## config.mk

```make
export PLATFORM = sky130hd
export DESIGN_NAME = hdi_ram
export DESIGN_NICKNAME = d
export VERILOG_FILES = /design/src/hw/rtl/hdi_ram.sv
export SDC_FILE = /design/constraint.sdc
export NUM_CORES = 1
export LEC_CHECK = 0
export ABC_AREA = 1
export BUFFER_PORTS_ARGS = -buffer_cell sky130_fd_sc_hd__buf_2
export CAP_MARGIN = 5
export CORE_MARGIN = 2
export CORE_UTILIZATION = 55
export CTS_CLUSTER_DIAMETER = 150
export DETAILED_ROUTE_END_ITERATION = 6
export PLACE_DENSITY_LB_ADDON = 0.08
export SETUP_SLACK_MARGIN = 0.15
export SLEW_MARGIN = 20
export SYNTH_ARGS = -nofsm -noshare
export SYNTH_HDL_FRONTEND = slang
export SYNTH_SLANG_ARGS = --single-unit
```

## constraint.sdc

```tcl
create_clock -name clk -period 1.5 [get_ports clk]
set_clock_uncertainty 0.05 [all_clocks]
set_input_delay 0.3 -clock clk [delete_from_list [all_inputs] [get_ports clk]]
set_output_delay 0.3 -clock clk [all_outputs]
set_load 0.02 [all_outputs]
```

## src/hw/rtl/hdi_ram.sv

```systemverilog
// Generic single-write, single-read synchronous RAM with registered read data.
module hdi_ram #(
  parameter int WIDTH = 8,
  parameter int DEPTH = 16
) (
  input  logic                     clk,
  input  logic                     we,
  input  logic [$clog2(DEPTH)-1:0] waddr,
  input  logic [WIDTH-1:0]         wdata,
  input  logic [$clog2(DEPTH)-1:0] raddr,
  output logic [WIDTH-1:0]         rdata
);

  logic [WIDTH-1:0] mem_r [DEPTH];
  logic [WIDTH-1:0] rdata_r;

  always_ff @(posedge clk) begin
    if (we) begin
      mem_r[waddr] <= wdata;
    end
    rdata_r <= mem_r[raddr];
  end

  assign rdata = rdata_r;

endmodule

```

* Word level (Yosys, flattened, before mapping)
Memory sizes are Yosys's and may differ from the RTL's. A register that Yosys moved wholly into a read port is not among the register bits. Index checks and enable logic that the tools add are counted.
Cells by class: mux-type cells 2
Operators with widths (number):
- 1-bit two-way mux | 2
Word-level totals: bits in registers 0, input port bits 18, memories 1, RAM bits 128
Memory list:
- mem_r | depth 16, bits a word 8, read ports 1, clocked after Yosys merged registers in 1, write ports 1, line 14 | logic [WIDTH-1:0] mem_r [DEPTH];

* Longest topological paths before layout
word-level depth 2, mapped depth 8

* Worst setup path before layout
Ideal clock, no wire load.
path kind input -> register, from input port waddr[2], to memory mem_r[10][0] (enable), slack 0.199 ns, stages on the path 2, library setup time 0.370 ns, data arrival time 0.881 ns, cells stage by stage nand3b_1 -> nor2_1
RTL lines:
- start: declaration | line 8 | input logic [$clog2(DEPTH)-1:0] waddr,
- end: declaration | line 14
No word-level cell before the write port.

* Final worst setup path
from register rdata_r[6] (netlist: rdata[6]) (read register of mem_r), to output port rdata[6]
RTL lines:
- start: declaration | line 15 | logic [WIDTH-1:0] rdata_r;
- end: declaration | line 11 | output logic [WIDTH-1:0] rdata
No word-level cell between the ends.

==> results by group <==
Critical path
  – Reg2Reg Depth: 6
  – Critical path's top delay family: flip-flops
  – Slowest CP cell: dfxtp_2
  – Buf/Inv on CP: 1
  – R2r setup slk: 420 ps
  – Critical Path Fanout Max: 1
  – Worst path max stage delay: 360 ps
  – R2R Path End: rdata[5]
  – Critical Path, Cell by Cell: buf_6
  – CP Capture Type: primary output
  – CP Launch Type: register
  – WS Path Type: reg -> out
  – CP required: 1150 ps
  – Arr. time, crit path: 1000 ps
  – RR Startpoint: mem_r[0][5]

Synth
  – Seq/Total Area, Yosys: ~69%
  – Mapped Nets: 569
  – Mapped Cells: 551
  – Yosys reg bits: 136
  – Synthesized area: around 5800 um2
  – Synthesized area per cell: 10.47 um2
  – Synth warnings: 0
  – Yosys cell types: 12

Power and ir drop
  – Clock power frac: 47.1%
  – Pleak: 2.998 nW
  – VDD IR-drop max: 0.0007755 V
  – Combinational share of power: about 6.3%
  – Switching share of power: 20.88%
  – PwrDens: approximately 1300 nW/um2
  – Sequential Power Share: 46.6%
  – P_int: 7.268 mW
  – Power after layout: 9.186 mW
  – Sw Pwr: 1.918 mW

Die
  – Chip height: 106.4 um
  – Die area: approximately 11000 um2
  – Boundary Pins: 26
  – FP Rows: 37
  – Core area: about 10000 um2
  – Die width: 106.4 um
  – Initial Util: 56.37%

Timing
  – TNS Setup: 0 ps
  – Max-slew violations: 0
  – Fin. Hold Viols: 0
  – Hold slack final: 69.87 ps
  – # setup viols final: 0
  – Slew Limit Headroom: 74.68%
  – RSZ-0062 raised after global routing: yes
  – Highest Clock Rate: approximately 740 MHz
  – Final worst path period share: 89.96%
  – Period minus WS final: 1349 ps
  – Worst slew pin tran: roughly 380 ps

Global routing
  – Pin count of the biggest net entering global routing: 34
  – First-pass GRT wire length: 20.12 mm
  – Initial antenna violation count: 0
  – Vias in the first global route: roughly 3700
  – GRT Overall Usage: between 20% and 30%
  – Congestion Overflow GR: 0

Drt
  – Max layer used: met4
  – Metal2 WL: 6.169 mm
  – Via density per instance: 5.178
  – DRT met1 WL: 5.217 mm
  – Met3 wire len: 938 um
  – Routed wire length: 12.75 mm
  – Detailed Route Iter0 Violations: 308
  – Routed Antenna Nets: 0
  – Vias: just under 4000
  – Routed len/inst: 17.03 um
  – # DRC: 0
  – DR pass1 iterations: 4

Worst hold path
  – HP Start: raddr[3]
  – Worst min-delay path endpoint: rdata[3]
  – Hold path depth: 3
  – HP Class: in -> reg

Placement
  – DPL Wire Length: about 8.0 mm
  – Port Buf Inserts: 25
  – GP Congestion: 0.9090
  – DP Area: 6151 um2

Clocking
  – CTS Buffer Depth: 2
  – Hold-fix buffers at CTS: 0
  – # resized after CTS: 13
  – Clk Latency, worst-skew pair: 520 ps
  – Htree depth: 4
  – Clk root buf: clkbuf_8
  – Clk sink count: 136
  – Total CTS buffers: 17
  – Clock transition at path regs: 60 ps
  – CTS tree: done
  – Setup bufs post-CTS: 0

Final layout
  – Multi-input logic area: about 1200 um2
  – Final instance area: 6824 um2
  – Most common cell after layout, fill and taps aside: nand2_1
  – Antenna Cells: 0
  – Layout fillers: 753
  – Layout area overhead: 18.33%
  – Most frequent cells in the layout: nand2_1 (173), edfxtp_1 (128), inv_1 (100), nand3_1 (97), buf_4 (29)
  – Final core utilization: 66.70%
  – Storage cell area: 4010 um2
  – Nets@finish: 618
  – Layout cell share with drive strength beyond 1: 15.17%

Flow run
  – # Max-Cap Violations: 0

Outcome
  – Outcome: finished, final reports clean
[flip-flops by register name (all words and copies together) (netlist names)]
| signal | count |
|---|---|
| rdata | 8 |
| mem_r | 128 |
[Yosys cell counts]
master | n | area (um2)
buf_1 | 1 | 3.750
buf_2 | 13 | 65.06
buf_4 | 4 | 30.03
buf_6 | 6 | 67.56
dfxtp_1 | 8 | 160.2
edfxtp_1 | 128 | 3844
inv_1 | 100 | 375.4
inv_2 | 2 | 7.510
nand2_1 | 173 | 649.4
nand3_1 | 97 | 485.5
nand3b_1 | 2 | 15.01
nor2_1 | 17 | 63.81
[metal layers]
| layer | up-vias | global-route usage [%] |
|---|---|---|
| li1 | 1874 | - |
| met1 | 1832 | 32.40 |
| met2 | 143 | 38.83 |
| met3 | 29 | 6.315 |
| met4 | 0 | 12.12 |
| met5 | - | 0 |
[stage by stage]
step           setup WS, ps  cells
6_report              150.6    749
5_1_grt               125.8    749
4_1_cts               143.3    749
3_5_place_dp          13.46    717
3_3_place_gp          55.56    717
2_1_floorplan         199.2    551
[cell type report]
type	instances	area share [%]
Sequential cell	136	58.76
Multi-Input combinational cell	289	17.79
Clock buffer	20	6.674
Timing Repair Buffer	54	6.142
Inverter	102	5.611
Clock inverter	12	2.530
Tap cell	136	2.494
[kinds of logic after synthesis]
logic type / synth area share (%)
flops: 69.43
simple gates: 21.05
buf+inv: 9.525
[worst max path at each step]
stage	cells after the start	endpoint	start
floorplan	2	mem_r[10][0]	waddr[2]
global placement	5	mem_r[5][7]	waddr[1]
detailed placement	4	mem_r[5][2]	waddr[3]
CTS	1	rdata[6]	rdata[6]
global route	1	rdata[6]	rdata[6]
finish	1	rdata[6]	rdata[6]
[power groups by stage]
stage	combinational (mW)	sequential, mW	clock [mW]
after floorplan	0.300	4.38	0
after global placement	0.550	4.35	0
after detailed placement	0.558	4.35	0
after CTS	0.579	4.28	4.37
after global routing	0.644	4.29	4.53
final	0.581	4.28	4.32
Power figures use the tool's default switching activity.
