[src/hw/rtl/hdi_pkg.sv]
// Shared constants and codes for the hot data identifier.
package hdi_pkg;

  // Table geometry; the entry count must stay a power of two.
  localparam int TABLE_ENTRIES = 1024;
  localparam int IDX_W         = $clog2(TABLE_ENTRIES);
  localparam int COUNT_W       = 16;
  localparam int TIME_W        = 32;
  localparam int ENTRY_W       = COUNT_W + TIME_W;

  // Field and register widths.
  localparam int LPN_W     = 32;
  localparam int HEAT_W    = 16;
  localparam int THR_W     = 16;
  localparam int HL_W      = 20;
  localparam int CFG_W     = 20;
  localparam int CFG_IDX_W = 1;

  // Rate compare: count scaled by 256 against threshold times age.
  localparam int RATE_SHIFT = 8;
  localparam int LHS_W      = COUNT_W + RATE_SHIFT;
  localparam int PROD_W     = THR_W + TIME_W;
  localparam int CMP_W      = (LHS_W > PROD_W) ? LHS_W : PROD_W;
  localparam logic [63:0] AGE_LIMIT = 64'd1 << 40;

  localparam logic [COUNT_W-1:0] COUNT_MAX = '1;

  // Remainder unit step counter.
  localparam int STEP_W = $clog2(TIME_W);

  // Register reset values.
  localparam logic [THR_W-1:0] THR_RESET = THR_W'(128);
  localparam logic [HL_W-1:0]  HL_RESET  = HL_W'(1000);

  // Opcodes.
  localparam logic OP_ACCESS = 1'b0;
  localparam logic OP_EVICT  = 1'b1;

  // Configuration register indexes.
  localparam logic [CFG_IDX_W-1:0] REG_HOT_THRESHOLD = 1'b0;
  localparam logic [CFG_IDX_W-1:0] REG_HALF_LIFE     = 1'b1;

endpackage

[src/hw/rtl/hdi_rem.sv]
// Bit-serial remainder unit: write clock modulo half-life, one bit per cycle.
module hdi_rem
  import hdi_pkg::*;
(
  input  logic              clk,
  input  logic              rst_n,
  input  logic              start,
  input  logic [TIME_W-1:0] dividend,
  input  logic [HL_W-1:0]   divisor,
  output logic              done,
  output logic [HL_W-1:0]   rem
);

  logic [TIME_W-1:0] dvd_r;
  logic [HL_W-1:0]   rem_r;
  logic [STEP_W-1:0] step_r;
  logic              run_r;
  logic              done_r;
  logic [HL_W:0]     trial;
  logic [HL_W:0]     diff;
  logic [HL_W-1:0]   rem_nxt;

  always_comb begin
    trial   = {rem_r, dvd_r[TIME_W-1]};
    diff    = trial - {1'b0, divisor};
    rem_nxt = (trial >= {1'b0, divisor}) ? diff[HL_W-1:0] : trial[HL_W-1:0];
  end

  always_ff @(posedge clk) begin
    if (!rst_n) begin
      run_r  <= 1'b0;
      done_r <= 1'b0;
      step_r <= '0;
    end else begin
      done_r <= 1'b0;
      if (start) begin
        run_r  <= 1'b1;
        step_r <= '0;
        rem_r  <= '0;
        dvd_r  <= dividend;
      end else if (run_r) begin
        // shift in one dividend bit, subtract when it fits
        rem_r  <= rem_nxt;
        dvd_r  <= dvd_r << 1;
        step_r <= step_r + 1'b1;
        if (step_r == STEP_W'(TIME_W - 1)) begin
          run_r  <= 1'b0;
          done_r <= 1'b1;
        end
      end
    end
  end

  assign done = done_r;
  assign rem  = rem_r;

endmodule

[config.mk]
export PLATFORM = sky130hd
export DESIGN_NAME = hdi_rem
export DESIGN_NICKNAME = d
export VERILOG_FILES = /design/src/hw/rtl/hdi_pkg.sv /design/src/hw/rtl/hdi_rem.sv
export SDC_FILE = /design/constraint.sdc
export NUM_CORES = 1
export LEC_CHECK = 0
export BUFFER_PORTS_ARGS = -buffer_cell sky130_fd_sc_hd__clkbuf_2
export CORE_ASPECT_RATIO = 1.1
export CORE_MARGIN = 4
export CORE_UTILIZATION = 60
export CTS_BUF_LIST = sky130_fd_sc_hd__clkbuf_8
export DETAILED_ROUTE_END_ITERATION = 6
export PLACE_DENSITY_LB_ADDON = 0.2
export SETUP_SLACK_MARGIN = 0.15
export SYNTH_ARGS = -nofsm -noshare
export SYNTH_HDL_FRONTEND = slang
export SYNTH_SLANG_ARGS = --single-unit
[constraint.sdc]
create_clock -name clk -period 5.5 [get_ports clk]
set_input_delay 1.375 -clock clk [delete_from_list [all_inputs] [get_ports clk]]
set_output_delay 1.375 -clock clk [all_outputs]
set_load 0.01 [all_outputs]
==> Yosys cells after proc, flatten, opt, wreduce, memory -nomap -nowiden <==
Cells that the tools add are included.
{ "totals": {"elab_cells": 23, "reg_bits": 59, "output_inout_bits": 21, "input_bits": 55} }
{ "classes": {"n_lt_le_gt_ge": 1, "n_mux": 8, "add_sub_neg": 2, "n_bitwise": 2, "n_eq_ne": 1, "n_reduce_logical": 4} }
{ "ops": {"columns": ["operator", "n"], "rows": [
  ["32-bit 2-to-1 mux", 2],
  ["20-bit 2-to-1 mux", 2],
  ["21-bit by 20-bit greater-or-equal comparator with 1-bit output", 1],
  ["20-bit subtractor", 1],
  ["5-bit by 1-bit adder with 5-bit output (second input constant)", 1],
  ["5-bit == test (second input constant)", 1],
  ["1-bit 2-to-1 mux", 4],
  ["3-bit OR reduction", 1],
  ["1-bit inverter", 2],
  ["2-bit AND reduction", 1],
  ["2-bit nonzero test", 1],
  ["2-bit OR reduction", 1]
]} }

==> Longest topological paths before layout <==
{ "depth": {"word_depth": 4, "mapped_depth": 12, "ltp_nobuf": 12} }

==> Worst setup path after synthesis <==
OpenSTA, ideal clock, no wires.
{ "synth_path": {"path_type": "input port to flip-flop", "start": "in divisor[6]", "end": "reg rem_r[10] (netlist: rem[10]), data pin", "n_path_buf": 2, "required_time_ps": 5232, "arrival_time_ps": 3504, "setup_ps": 268, "path_stages": 12, "setup_slack_ps": 1728, "cell_sequence": "inv_1 > ha_1 > a211oi_2 > nor2_1 > or4_4 > o211ai_2 > nand2_1 > a221o_1 > buf_6 > buf_12 > mux2i_1 > nor2_1"} }
{ "synth_via": {"elab_chain_len": 3, "elab_cells_between_ends": 4, "classes_between": "1 x add/sub; 1 x order compare; 2 x mux"} }
{ "synth_rtl": {"columns": ["element", "line_no", "text"], "rows": [
  ["start, declared", "hdi_rem.sv:9", "input logic [HL_W-1:0] divisor,"],
  ["20-bit subtractor / 21-bit by 20-bit greater-or-equal comparator with 1-bit output (equally long branches)", "hdi_rem.sv:25, hdi_rem.sv:26", null],
  ["20-bit 2-to-1 mux *", "hdi_rem.sv:26", "rem_nxt = (trial >= {1'b0, divisor}) ? diff[HL_W-1:0] : trial[HL_W-1:0];"],
  ["20-bit 2-to-1 mux *", "hdi_rem.sv:41", "end else if (run_r) begin"],
  ["end signal, assigned", "hdi_rem.sv:43", "rem_r <= rem_nxt;"],
  ["end, declared", "hdi_rem.sv:15", "logic [HL_W-1:0] rem_r;"]
]} }
Every way passes the cells marked *; elsewhere a longest branch is shown, timed or not. The select of a mux whose other input is x is not followed.
A chain may end at the register's enable or synchronous reset.

==> Final worst setup path <==
{ "layout_path": {"start": "in divisor[6]", "end": "reg rem_r[15] (netlist: rem[15]), data pin"} }
The elaborated chain is that of the path after synthesis.

==> flow_summary.json <==
{
  "rsz0062_at_grt": "no",
  "clk_latency_ns": 0.33,
  "slew_headroom_pct": 42.82,
  "path_cells": "clkbuf_2 > inv_1 > ha_1 > a211oi_2 > nor2_1 > or4_4 > o211ai_2 > nand2_1 > a221o_1 > buf_4 > or2_0 > a21oi_1",
  "dieHeight_um": 89.56,
  "multiInputGateArea_um2": 1754,
  "grt_pass1_vias": 2695,
  "post_cts_buffers": 0,
  "reg2reg_slack_ns": 2.28,
  "p_leak_uw": 0.001902,
  "yosys_warnings": 0,
  "layout_commonest_cell": "clkbuf_2",
  "syn_to_final_growth_pct": 16.76,
  "clk_pin_slew_worst_paths_ns": 0.07,
  "clock.fmax_mhz": 254.9,
  "avgViaCountPerCell": 5.534,
  "boundaryPins": 76,
  "finalInstanceArea_um2": 4237,
  "critPathRequiredTime_ns": 5.68,
  "path_delay_family": "compound AO/OA/AOI/OAI gates",
  "htree_levels": 3,
  "cts.repair.resized": 0,
  "cts_root_buf": "clkbuf_8",
  "die_w_um": 82.15,
  "grt-ovfl-total": 0,
  "final.period_utilization_pct": 71.33,
  "finalSetupTns_ns": 0,
  "r2r-end": "rem[11]$_SDFFCE_PP0P_",
  "cts_buffer_depth": 2,
  "ff_latch_area_um2": 1702,
  "antenna_found_initial": 0,
  "initial_core_util_pct": 62.50,
  "hp-class": "flop to flop",
  "synthFlopType": "edfxtp_1",
  "cts_buffers": 9,
  "drt_iter0_drc": 132,
  "p_per_area_nw_per_um2": 289.2,
  "die_area_um2": 7357,
  "cts_tree": "yes",
  "synth.distinct_cells": 48,
  "ys_seq_area_share_pct": 46.90,
  "critPathKind": "input port to flop",
  "vias": 2684,
  "coreArea_um2": 5806,
  "syn_nets": 402,
  "antenna_cells": 0,
  "rows": 29,
  "hold_viol_final": 0,
  "drive_gt1_share_pct": 32.35,
  "grt_pass1_wl_um": 12030,
  "power_uw": 1225,
  "cp_data_arrival_time_ns": 4.10,
  "port_buffers": 75,
  "worst-path-buf-inv": 3,
  "slew_violations": 0,
  "avgRoutedWirePerCell_um": 14.55,
  "antenna_left": 0,
  "reg2reg_from": "rem[15]$_SDFFCE_PP0P_",
  "setup_viol": 0,
  "synth.ff_latch_count": 59,
  "grt_max_degree": 53,
  "first_pass_iters": 4,
  "syn_area_um2": 3628,
  "cp_slowest_cell": "a221o_1",
  "ir_drop_mv": 0.2115,
  "post-dp-hpwl_um": 5188,
  "endpoint": "rem[15]$_SDFFCE_PP0P_",
  "syn_avg_cell_area_um2": 11.20,
  "crit_start": "divisor[6]",
  "synthCells": 324,
  "reg2regPathDepth": 10,
  "mostFrequentLayoutCells": "75 x clkbuf_2, 52 x edfxtp_1, 32 x nor2_1, 31 x mux2_2, 29 x inv_1",
  "synth_edf_count": 52,
  "drc": 0,
  "async_flop_share_pct": 0,
  "final_net_count": 481,
  "path_depth": 12,
  "critPathMaxFanout": 14,
  "cp_slowest_stage_delay_ns": 0.57,
  "placed_cell_area_um2": 4055,
  "worst_pin_slew_ns": 0.8577,
  "maxCapViolations": 0,
  "place_congestion": 0.8062,
  "ctsHoldBuffers": 0,
  "fillers": 469,
  "grt.total_usage_pct": 21.45,
  "hold_slack_ns": 0.5045,
  "outcome": "complete, no violations",
  "finalWirelength_um": 7058,
  "clock_skew_ns": 0.006104,
  "clock_sinks": 59,
  "end_kind": "flop",
  "period_needed_ns": 3.923,
  "worst_setup_path_start_kind": "input port"
}
routing by layer:
layer,vias to the layer above,track usage (%),part of all wire (%)
li1,1350,-,-
met1,1249,26.12,43
met2,71,36.15,49
met3,14,5.645,5.9
met4,0,8.610,2.0
met5,-,0,0
registers in the layout (all words and copies together) (netlist names):
name    count
dvd_r      32
rem        20
step_r      5
done        1
run_r       1
cells in the mapped netlist, types with 2 or more instances:
library cell,number,area (um2)
or4b_2,2,20.02
ha_1,22,275.3
nand4b_1,2,17.52
a211oi_2,3,37.54
nor2_1,32,120.1
a21o_1,8,60.06
xor2_1,7,61.31
nand2_1,18,67.56
o211ai_1,2,15.01
or3_1,2,12.51
a21oi_1,15,75.07
dfxtp_1,7,140.1
mux2i_1,17,170.2
edfxtp_1,52,1562
mux2_2,31,349.1
nand4_1,5,31.28
o21a_1,4,30.03
a21boi_0,2,15.01
nand3_1,5,25.02
nor3_1,6,30.03
xnor2_1,9,78.83
o21ai_0,10,50.05
and3_1,3,18.77
buf_6,2,22.52
inv_1,28,105.1
a31oi_1,2,12.51
clkbuf_1,7,26.28
final cells by class:
cell class / instances / area share, %
Timing Repair Buffer: 78 / 9.392
Tap cell: 77 / 2.274
Inverter: 28 / 2.481
Multi-Input combinational cell: 227 / 41.41
Sequential cell: 59 / 40.17
Clock buffer: 11 / 3.574
Clock inverter: 5 / 0.7088
worst min-delay path by stage:
stage	start	to	slack [ns]	depth (start not counted)
final	step_r[4]$_SDFFE_PP0P_	step_r[4]$_SDFFE_PP0P_	0.50	2
after global routing	dvd_r[30]$_DFFE_PP_	dvd_r[31]$_DFFE_PP_	0.57	1
after CTS	step_r[4]$_SDFFE_PP0P_	step_r[4]$_SDFFE_PP0P_	0.51	2
after detailed placement	step_r[4]$_SDFFE_PP0P_	step_r[4]$_SDFFE_PP0P_	0.50	2
after global placement	step_r[4]$_SDFFE_PP0P_	step_r[4]$_SDFFE_PP0P_	0.48	2
after floorplan	step_r[4]$_SDFFE_PP0P_	step_r[4]$_SDFFE_PP0P_	0.47	2
through the flow:
step	setup slack [ns]	util (%)	instances
after floorplan	1.728	-	324
after global placement	1.241	69.85	469
after detailed placement	1.243	69.85	469
after CTS	1.594	72.97	485
after global routing	1.229	72.97	485
final	1.577	72.97	485
cells by family after synthesis:
| kind of cell | share of synthesized area, % |
|---|---|
| fa+ha+maj | 8.138 |
| flops | 46.90 |
| compound gates | 10.66 |
| buf+inv | 4.793 |
| xor+xnor | 3.862 |
| mux | 14.31 |
| simple gates | 11.35 |
worst reg2reg max path: cells and delay by family, from the launching register on:
family,cells,cell delay [ns]
flops,1,0.43
mux,1,0.22
buf+inv,1,0.35
fa+ha+maj,1,0.40
simple gates,6,1.10
compound gates,1,0.46
where the power goes:
part	internal [uW]	switching [uW]	total [uW]
registers	533	18.9	552
clock network	186	174	360
logic	147	167	313
Power figures use the tool's default switching activity.
